--- src/rtl/sbh_pkg.sv ---
// shared constants, types and state codes for the string bucket hash block
// no dependencies; imported by every module of the block
package sbh_pkg;

  localparam int unsigned WORD_BITS   = 32;
  localparam int unsigned BYTE_BITS   = 8;
  localparam int unsigned HBITS_W     = 6;
  localparam int unsigned BUCKET_W    = 20;
  localparam int unsigned CFG_DATA_W  = 20;
  localparam int unsigned CFG_INDEX_W = 1;

  localparam logic [WORD_BITS-1:0] POLY_MOD = 32'd4294967029;
  localparam logic [WORD_BITS-1:0] FIB_MULT = 32'd2654435769;

  // hash queue between front and back
  localparam int unsigned QUEUE_DEPTH = 4;
  localparam int unsigned QPTR_W      = $clog2(QUEUE_DEPTH);
  localparam int unsigned QCNT_W      = $clog2(QUEUE_DEPTH + 1);

  // division steps, one quotient bit per cycle
  localparam int unsigned DIV_CNT_W = $clog2(WORD_BITS);

  // configuration register indexes
  localparam logic [CFG_INDEX_W-1:0] REG_HASH_BITS    = 1'd0;
  localparam logic [CFG_INDEX_W-1:0] REG_BUCKET_COUNT = 1'd1;

  // configuration seen by the back end
  typedef struct packed {
    logic [HBITS_W-1:0]  hash_bits;
    logic [BUCKET_W-1:0] bucket_count;
  } sbh_cfg_t;

  // back end sequencer states
  typedef enum logic [2:0] {
    ST_IDLE,
    ST_MUL,
    ST_TOP,
    ST_DIV,
    ST_OUT
  } sbh_state_t;

endpackage

--- src/rtl/sbh_front.sv ---
// front end: takes key bytes and runs the polynomial accumulator
// depends on sbh_pkg; pushes finished accumulators into sbh_queue
module sbh_front import sbh_pkg::*; (
  input  logic                 clk,
  input  logic                 rst,
  input  logic                 in_valid,
  output logic                 in_stall,
  input  logic [BYTE_BITS-1:0] key_byte,
  input  logic                 queue_full,
  output logic                 push,
  output logic [WORD_BITS-1:0] push_data
);

  logic [WORD_BITS-1:0] accumulator;
  logic [WORD_BITS-1:0] accumulator_next;
  logic [WORD_BITS-1:0] poly_sum;
  logic                 accept;

  // hold off new words while the queue has no room
  assign in_stall = queue_full;
  assign accept   = in_valid && !in_stall;

  // 257*acc + byte with 32-bit wrap, then one conditional subtract
  assign poly_sum = (accumulator << BYTE_BITS) + accumulator
                    + {{(WORD_BITS-BYTE_BITS){1'b0}}, key_byte};
  assign accumulator_next = (poly_sum >= POLY_MOD) ? (poly_sum - POLY_MOD) : poly_sum;

  // terminating zero byte hands the accumulator over
  assign push      = accept && (key_byte == '0);
  assign push_data = accumulator;

  always_ff @(posedge clk) begin
    if (rst) begin
      accumulator <= '0;
    end else if (accept) begin
      if (key_byte == '0) begin
        accumulator <= '0;
      end else begin
        accumulator <= accumulator_next;
      end
    end
  end

endmodule

--- src/rtl/sbh_queue.sv ---
// short first-in first-out queue of finished string accumulators
// depends on sbh_pkg; sits between sbh_front and sbh_back
module sbh_queue import sbh_pkg::*; (
  input  logic                 clk,
  input  logic                 rst,
  input  logic                 push,
  input  logic [WORD_BITS-1:0] push_data,
  input  logic                 pop,
  output logic [WORD_BITS-1:0] pop_data,
  output logic                 not_empty,
  output logic                 full
);

  logic [WORD_BITS-1:0] entries [QUEUE_DEPTH];
  logic [QPTR_W-1:0]    wr_ptr;
  logic [QPTR_W-1:0]    rd_ptr;
  logic [QCNT_W-1:0]    fill;
  logic                 do_push;
  logic                 do_pop;

  assign not_empty = (fill != '0);
  assign full      = (fill == QCNT_W'(QUEUE_DEPTH));
  assign do_push   = push && !full;
  assign do_pop    = pop && not_empty;
  assign pop_data  = entries[rd_ptr];

  // storage
  always_ff @(posedge clk) begin
    if (do_push) begin
      entries[wr_ptr] <= push_data;
    end
  end

  // pointers and fill level
  always_ff @(posedge clk) begin
    if (rst) begin
      wr_ptr <= '0;
      rd_ptr <= '0;
      fill   <= '0;
    end else begin
      if (do_push) begin
        wr_ptr <= wr_ptr + 1'b1;
      end
      if (do_pop) begin
        rd_ptr <= rd_ptr + 1'b1;
      end
      if (do_push && !do_pop) begin
        fill <= fill + 1'b1;
      end else if (do_pop && !do_push) begin
        fill <= fill - 1'b1;
      end
    end
  end

endmodule

--- src/rtl/sbh_back.sv ---
// back end: multiplicative hash, top-bit select and bucket remainder
// depends on sbh_pkg; pops sbh_queue and drives the result word registers
module sbh_back import sbh_pkg::*; (
  input  logic                 clk,
  input  logic                 rst,
  input  sbh_cfg_t             cfg,
  input  logic                 queue_not_empty,
  input  logic [WORD_BITS-1:0] queue_data,
  output logic                 pop,
  output logic                 out_valid,
  input  logic                 out_stall,
  output logic [WORD_BITS-1:0] hash_value,
  output logic [BUCKET_W-1:0]  bucket_index
);

  sbh_state_t state;
  sbh_state_t state_next;

  logic [WORD_BITS-1:0] acc_reg;
  logic [WORD_BITS-1:0] product;
  logic [WORD_BITS-1:0] hash_reg;
  logic [WORD_BITS-1:0] dividend;
  logic [BUCKET_W:0]    remainder;
  logic [DIV_CNT_W-1:0] div_count;

  logic [WORD_BITS-1:0] top_value;
  logic [HBITS_W-1:0]   shift_amt;
  logic [BUCKET_W:0]    trial;
  logic [BUCKET_W:0]    divisor_ext;
  logic                 out_free;
  logic                 load_out;

  // output register may be refilled when empty or being taken
  assign out_free = !out_valid || !out_stall;

  // keep the top hash_bits bits of the product
  assign shift_amt = HBITS_W'(WORD_BITS) - cfg.hash_bits;
  always_comb begin
    if (cfg.hash_bits == '0) begin
      top_value = '0;
    end else if (cfg.hash_bits >= HBITS_W'(WORD_BITS)) begin
      top_value = product;
    end else begin
      top_value = product >> shift_amt;
    end
  end

  // restoring division step, one quotient bit per cycle
  assign divisor_ext = {1'b0, cfg.bucket_count};
  assign trial       = {remainder[BUCKET_W-1:0], dividend[WORD_BITS-1]};

  // state register
  always_ff @(posedge clk) begin
    if (rst) begin
      state <= ST_IDLE;
    end else begin
      state <= state_next;
    end
  end

  // next state and control
  always_comb begin
    state_next = state;
    pop        = 1'b0;
    load_out   = 1'b0;
    case (state)
      ST_IDLE: begin
        if (queue_not_empty) begin
          pop        = 1'b1;
          state_next = ST_MUL;
        end
      end
      ST_MUL: begin
        state_next = ST_TOP;
      end
      ST_TOP: begin
        state_next = ST_DIV;
      end
      ST_DIV: begin
        if (div_count == DIV_CNT_W'(WORD_BITS - 1)) begin
          state_next = ST_OUT;
        end
      end
      ST_OUT: begin
        if (out_free) begin
          load_out   = 1'b1;
          state_next = ST_IDLE;
        end
      end
      default: begin
        state_next = ST_IDLE;
      end
    endcase
  end

  // datapath
  always_ff @(posedge clk) begin
    case (state)
      ST_IDLE: begin
        acc_reg <= queue_data;
      end
      ST_MUL: begin
        product <= acc_reg * FIB_MULT;
      end
      ST_TOP: begin
        hash_reg  <= top_value;
        dividend  <= top_value;
        remainder <= '0;
        div_count <= '0;
      end
      ST_DIV: begin
        if (trial >= divisor_ext) begin
          remainder <= trial - divisor_ext;
        end else begin
          remainder <= trial;
        end
        dividend  <= dividend << 1;
        div_count <= div_count + 1'b1;
      end
      default: begin
      end
    endcase
  end

  // result word register
  always_ff @(posedge clk) begin
    if (rst) begin
      out_valid <= 1'b0;
    end else if (load_out) begin
      out_valid <= 1'b1;
    end else if (!out_stall) begin
      out_valid <= 1'b0;
    end
  end

  always_ff @(posedge clk) begin
    if (load_out) begin
      hash_value   <= hash_reg;
      bucket_index <= (cfg.bucket_count == '0) ? '0 : remainder[BUCKET_W-1:0];
    end
  end

endmodule

--- src/rtl/string_bucket_hash.sv ---
// Polynomial string hash with Fibonacci bucket selection. Key bytes arrive one word per
// cycle on the input channel while in_stall is low; a zero byte ends the string and
// produces one result word carrying hash_value and bucket_index, other bytes produce
// nothing. Each finished string waits in a four-deep queue for the back end: a
// multiply, a top-bit select and a 32-step restoring division for the bucket remainder.
// The front end takes a byte every cycle, stalling input only while the queue is full.
// The user must write hash_bits and bucket_count through the configuration port only
// while the block is idle, which it does not enforce. Reset leaves them at 5 and 16.
// top level: holds configuration registers, instantiates front, queue and back
// depends on sbh_pkg, sbh_front, sbh_queue, sbh_back
module string_bucket_hash import sbh_pkg::*; (
  input  logic                   clk,
  input  logic                   rst,
  input  logic                   cfg_write,
  input  logic [CFG_INDEX_W-1:0] cfg_index,
  input  logic [CFG_DATA_W-1:0]  cfg_data,
  input  logic                   in_valid,
  output logic                   in_stall,
  input  logic [BYTE_BITS-1:0]   key_byte,
  output logic                   out_valid,
  input  logic                   out_stall,
  output logic [WORD_BITS-1:0]   hash_value,
  output logic [BUCKET_W-1:0]    bucket_index
);

  sbh_cfg_t             cfg;
  logic                 queue_full;
  logic                 queue_not_empty;
  logic                 push;
  logic [WORD_BITS-1:0] push_data;
  logic                 pop;
  logic [WORD_BITS-1:0] pop_data;

  // configuration registers
  always_ff @(posedge clk) begin
    if (rst) begin
      cfg.hash_bits    <= HBITS_W'(5);
      cfg.bucket_count <= BUCKET_W'(16);
    end else if (cfg_write) begin
      case (cfg_index)
        REG_HASH_BITS:    cfg.hash_bits    <= cfg_data[HBITS_W-1:0];
        REG_BUCKET_COUNT: cfg.bucket_count <= cfg_data[BUCKET_W-1:0];
        default: begin
        end
      endcase
    end
  end

  sbh_front u_front (
    .clk        (clk),
    .rst        (rst),
    .in_valid   (in_valid),
    .in_stall   (in_stall),
    .key_byte   (key_byte),
    .queue_full (queue_full),
    .push       (push),
    .push_data  (push_data)
  );

  sbh_queue u_queue (
    .clk       (clk),
    .rst       (rst),
    .push      (push),
    .push_data (push_data),
    .pop       (pop),
    .pop_data  (pop_data),
    .not_empty (queue_not_empty),
    .full      (queue_full)
  );

  sbh_back u_back (
    .clk             (clk),
    .rst             (rst),
    .cfg             (cfg),
    .queue_not_empty (queue_not_empty),
    .queue_data      (pop_data),
    .pop             (pop),
    .out_valid       (out_valid),
    .out_stall       (out_stall),
    .hash_value      (hash_value),
    .bucket_index    (bucket_index)
  );

endmodule

--- config.mk ---
export PLATFORM = sky130hd
export DESIGN_NAME = string_bucket_hash
export DESIGN_NICKNAME = d
export VERILOG_FILES = /design/src/rtl/sbh_pkg.sv /design/src/rtl/sbh_front.sv /design/src/rtl/sbh_queue.sv /design/src/rtl/sbh_back.sv /design/src/rtl/string_bucket_hash.sv
export SDC_FILE = /design/constraint.sdc
export NUM_CORES = 1
export LEC_CHECK = 0
export BUFFER_PORTS_ARGS = -buffer_cell sky130_fd_sc_hd__buf_4
export CELL_PAD_IN_SITES_DETAIL_PLACEMENT = 1
export CELL_PAD_IN_SITES_GLOBAL_PLACEMENT = 1
export CORE_ASPECT_RATIO = 1.2
export CORE_UTILIZATION = 40
export CTS_CLUSTER_DIAMETER = 60
export CTS_CLUSTER_SIZE = 40
export DETAILED_ROUTE_END_ITERATION = 10
export GPL_ROUTABILITY_DRIVEN = 0
export GPL_TIMING_DRIVEN = 0
export PLACE_DENSITY_LB_ADDON = 0.08
export SLEW_MARGIN = 30
export SYNTH_ARGS = -nofsm -noshare
export SYNTH_HDL_FRONTEND = slang
export SYNTH_SLANG_ARGS = --single-unit
export TNS_END_PERCENT = 50
--- constraint.sdc ---
create_clock -name clk -period 7.3 [get_ports clk]
set_input_delay 0.365 -clock clk [delete_from_list [all_inputs] [get_ports clk]]
set_output_delay 0.365 -clock clk [all_outputs]
set_load 0.1 [all_outputs]
* After elaboration in Yosys (flattened, before gate mapping)
Memory sizes are Yosys's and may differ from the RTL's. A register that Yosys moved wholly into a read port is not among the register bits. Cells that the tools add are included.
Word-level totals: bits in registers 242, bits in writable memories 128, memories kept 1
Memories:
- u_queue.entries | words 4, width 32, read ports 1, clocked after memory_dff 1, wr ports 1, RTL line sbh_queue.sv:14 | logic [WORD_BITS-1:0] entries [QUEUE_DEPTH];
Cells by class: add/sub/neg operators 10, $mul 1, magnitude comparators 3, equal/unequal tests 10, shifts and indexed selects 1, multiplexer cells 22, bitwise gates (word level) 1, reductions and logical operators 22
Operators by type and width (number):
- 32-bit two-way mux | 4
- 32-bit case mux with 2 select lines | 1
- 20-bit case mux with 2 select lines | 1
- 32-bit adder | 1
- 32-bit by 8-bit adder with 32-bit output | 1
- 32-bit >= comparator, second input constant | 1
- 32-bit by 32-bit multiplier with 32-bit output, second input constant | 1
- 32-bit by 6-bit >> shifter with 32-bit output | 1
- 32-bit subtractor, second input constant | 1
- 21-bit by 20-bit >= comparator with 1-bit output | 1
- 20-bit zero test | 1
- 20-bit two-way mux | 1
- 20-bit subtractor | 1
- 3-bit two-way mux | 5
- 3-bit case mux with 5 select lines | 1
- 5-bit case mux with 2 select lines | 1
- 8-bit zero test | 1
- 1-bit two-way mux | 8
- 3-bit by 2-bit equality test with 1-bit output, second input constant | 2
- 3-bit equality test, second input constant | 2
- 6-bit >= comparator, second input constant | 1
- 1-bit logical AND | 6
- 6-bit zero test | 1
- 2-bit by 1-bit != test with 1-bit output, second input constant | 3
- 16 further kinds | 23

* Logic depth before layout (Yosys ltp)
word-level depth 9, mapped depth 24, depth with buffers taken out 24

* Modules after synthesis
Synthesis repeated with hierarchy kept, for this count alone.
Unflattened totals: cells, all modules 2591, area, all modules 29600.9 um^2
By module, submodules not included:
- sbh_back | times used 1, cells an instance 1810, area each 19831.5 um^2, seq. area each 6236.0 um^2
- sbh_queue | times used 1, cells an instance 215, area each 5133.7 um^2, seq. area each 4023.9 um^2
- sbh_front | times used 1, cells an instance 451, area each 3422.0 um^2, seq. area each 640.6 um^2
- string_bucket_hash | times used 1, cells an instance 115, area each 1213.7 um^2, seq. area each 520.5 um^2

* Least setup slack after synthesis
OpenSTA, ideal clock, no wires.
kind flip-flop to flip-flop, start point register u_back.acc_reg[6], read port of u_queue.entries, end point register u_back.product[31] (data pin), setup time 0.260 ns, arrival 6.123 ns, slack 0.918 ns, stages on the path, launching flop included 24, period minus slack after synthesis 6.382 ns, path through edfxtp_1 > inv_1 > fa_1 > inv_1 > fa_1 > fa_1 > inv_1 > fa_1 > inv_1 > fa_1 > inv_1 > fa_1 > inv_1 > fa_1 > fa_1 > ha_1 > a21oi_1 > o21ai_0 > a211oi_1 > o31ai_1 > a21oi_1 > o31ai_1 > a21oi_1 > xnor2_1
On the way: longest elaborated chain between the ends 1
RTL lines:
- from (decl) | RTL line sbh_back.sv:19 | logic [WORD_BITS-1:0] acc_reg;
- 32-bit by 32-bit multiplier with 32-bit output | RTL line sbh_back.sv:103 | product <= acc_reg * FIB_MULT;
- to (signal assigned) | RTL line sbh_back.sv:103
- to (decl) | RTL line sbh_back.sv:20 | logic [WORD_BITS-1:0] product;
No other way between the ends. A chain may end at the register's enable or synchronous reset.

* Final worst setup path
start point register u_back.acc_reg[4], read port of u_queue.entries, end point register u_back.product[30] (data pin)
The elaborated chain is that of the path after synthesis.

==> impl_results.md <==
- Ys async rst share: 0%
- Max reg flops: 128
- Synth Cell Area: 0.0290 mm2
- Critical Path RT: 7.70 ns
- Synth Area in Simple Gates: 8.61%
- Largest Register: u_queue.entries
- Final period demand of the worst path: 7.03 ns
- Cells after synthesis: 2458
- Setup CP Type: flip-flop to flip-flop
- Nets@finish: 3161
- Synth unique cells: 96
- Wirelength, routed: 80300 um
- # diodes: 0
- Layout cells sized above 1: 13.2%
- Die Wd: 248 um
- Seq cells post-synth: 402
- DRT Pass-1 Iters: 8
- Xor/xnor share of the synthesized area: 3.44%
- Max Fclk: 0.142 GHz
- Max-capacitance violation count: 0
- Status: finished, violations left
- Sequential area share after synthesis: 39.3%
- Adder-cell share of the synthesized area: 27.4%
- Final worst slack: 0.266 ns
- CTS Buffer Depth: 3
- Most frequent cells in the layout: inv_1, edfxtp_1, ha_1
- Gr busiest metal: met2
- Post-place setup slack: -0.943 ns
- Multi-input logic area: 0.0162 mm2
- Final setup vio count: 0
- Final ANT Viol Nets: 0
- Largest net degree at the start of global routing: 33
- 1st-iter DRT viols: 887
- Global Route Usage Sum: 22.3%
- Met3 Use GR: 1.60%
- Number of placed I/O pins: 88
- Initial Util: 40.6%
- Crit start category: flip-flop
- Vias post-DR: 19300
- Clock Latency Late Sink: 0.64 ns
- Grt total ovfl: 0
- Syn avg cell area: 11.8 um2
- Drc violations: 11
- Main synth FF type: edfxtp_1
- Most frequent CP cell: fa_1
- Compound-Gate Fraction of Synth Area: 8.91%
- Worst-path clk slew: 0.11 ns
- Wire length of the first global-routing pass: 125000 um
- Slowest stage delay, CP: 0.52 ns
- Largest family of logic cells by synthesized area: adder cells
- Vias in the first global route: 21300
- Post-DP HPWL: 66100 um
- Hold Fails Final Rpt: 0
- CP max FO: 3
- Leading cell type in the layout, fill and taps excluded: inv_1
- Die area: 0.0735 mm2
- # port buffers: 87
- Final period util: 96.4%
- Antenna violations before repair: 0
- CTS tree: done
- Clock root cell: clkbuf_16
- # rows: 107
- Sequential cell area: 0.0114 mm2
- Met1 usage: 27.3%
- Vias/cell: 5.38
- Slew Viols, Final: 0
- Num CTS Buffers: 29
- Synth warn: 0
- Area Growth Syn to Fin: 13.2%
- Die height: 297 um
- Sink Count: 402
- EDFF count, synth: 333
- Worst Path Arrival: 7.44 ns
- Slew HR: 40.0%
- Routed wire length per instance: 22.4 um
- H-tree depth: 1
- Core area: 0.0714 mm2
- Critical path capture point type: flip-flop
- Met2 Use GR: 40.9%
- FILL cells: 7598
- Failing checks: design-rule violations
- CP Cell Sequence: inv_1 -> fa_1 -> inv_1 -> fa_1 -> fa_1 -> inv_1 -> fa_1 -> inv_1 -> fa_1 -> ha_1 -> fa_1 -> fa_1 -> ha_1 -> o21a_1 -> nor2_4 -> nor3_1 -> a21oi_2 -> nor3_1 -> nor3_2 -> nor2_1 -> a221oi_4 -> a21oi_2 -> xor2_2
- Hold Crit Class: primary input to flip-flop
- WHS: 0.0315 ns
- Syn nets: 2987
- Worst Skew: 0.0449 ns
- Multiplexer area fraction after synthesis: 6.78%
- Worst-margin pin slew: 0.901 ns
- Slowest-stage cell, CP: fa_1
[kinds of logic (layout without fill, tap and decap cells)]
kind of cell | count (synthesis) | in the layout
compound gates | 390 | 390
xor+xnor | 113 | 113
fa+ha+maj | 495 | 495
buf+inv | 418 | 615
flops | 402 | 402
mux | 133 | 133
simple gates | 507 | 507
[critical path, delay by kind of cell, from the launching register on]
kind                       cells  cell delay (ns)
AOI/OAI and AO/OA              4             1.00
xor gates and xnor gates       1             0.32
adders and majority gates      9             3.93
buffers and inverters          4             0.34
DFF                            1             0.46
and+or+nand+nor                5             0.72
[layer usage]
layer,wire (um),vias up
met4,2880,0
met3,1980,126
met2,42500,305
li1,-,8966
met5,0,-
met1,32900,9857
[per-stage QoR]
step                      setup TNS [ns]  area [um2]  std cells  utilization [%]
final                                  0       32800       3581             46.0
after global routing             -0.0152       32800       3581             46.0
after CTS                              0       32600       3568             45.7
after detailed placement           -3.35       31100       3485             43.6
after global placement             -2.67       30800       3471             43.1
after floorplan                        0       29000       2458                -
[final cells by class]
cell class / instances / area share, %
clock inverters: 22 / 1.33
inverters: 347 / 4.02
multi-input cells: 1638 / 49.3
repair buffers: 144 / 3.89
flip-flops and latches: 402 / 34.7
well taps: 926 / 3.53
clock buffers: 32 / 2.25
plain buffers: 70 / 0.969
[synthesized netlist by cell type (15+ instances only)]
cell type	n	area share (%)
inv_1	346	4.5
edfxtp_1	333	35
ha_1	263	11
fa_1	232	16
nand2_1	166	2.2
nor2_1	132	1.7
a21oi_1	118	2.0
xnor2_1	80	2.4
o21ai_0	71	1.2
dfxtp_1	69	4.8
mux2i_1	50	1.7
clkbuf_1	47	0.61
mux4_2	47	3.7
nor2b_1	38	0.82
mux2_2	36	1.4
a22o_1	33	1.0
xor2_1	32	0.97
nor3_1	27	0.47
a211oi_1	24	0.62
nand3_1	23	0.40
a21o_1	22	0.57
and3_1	16	0.35
nor4_1	16	0.35
or3_1	16	0.35
o21a_1	15	0.39
[repair_timing]
| item | CTS | global route |
|---|---|---|
| gates resized for setup | 14 | 21 |
| endpoints found under the hold margin | 19 | 0 |
| setup buffers | 12 | 13 |
| pin swaps | 0 | 5 |
| endpoints found under the setup margin | 5 | 4 |
| hold buffers | 17 | 0 |
[path summary, 6_finish.rpt]
| check | from | endpoint | slack [ns] | cells past startpoint |
|---|---|---|---|---|
| max | u_back.acc_reg[4] | u_back.product[30] | 0.27 | 23 |
| min | cfg_data[3] | cfg[3] | 0.03 | 3 |
| max reg2reg | u_back.acc_reg[4] | u_back.product[30] | 0.27 | 23 |
| min reg2reg | u_back.hash_reg[27] | u_back.hash_value[27] | 0.42 | 0 |
Power is not shown: default switching activity piles up to over one toggle a cycle in this logic, so the estimate is an artifact.
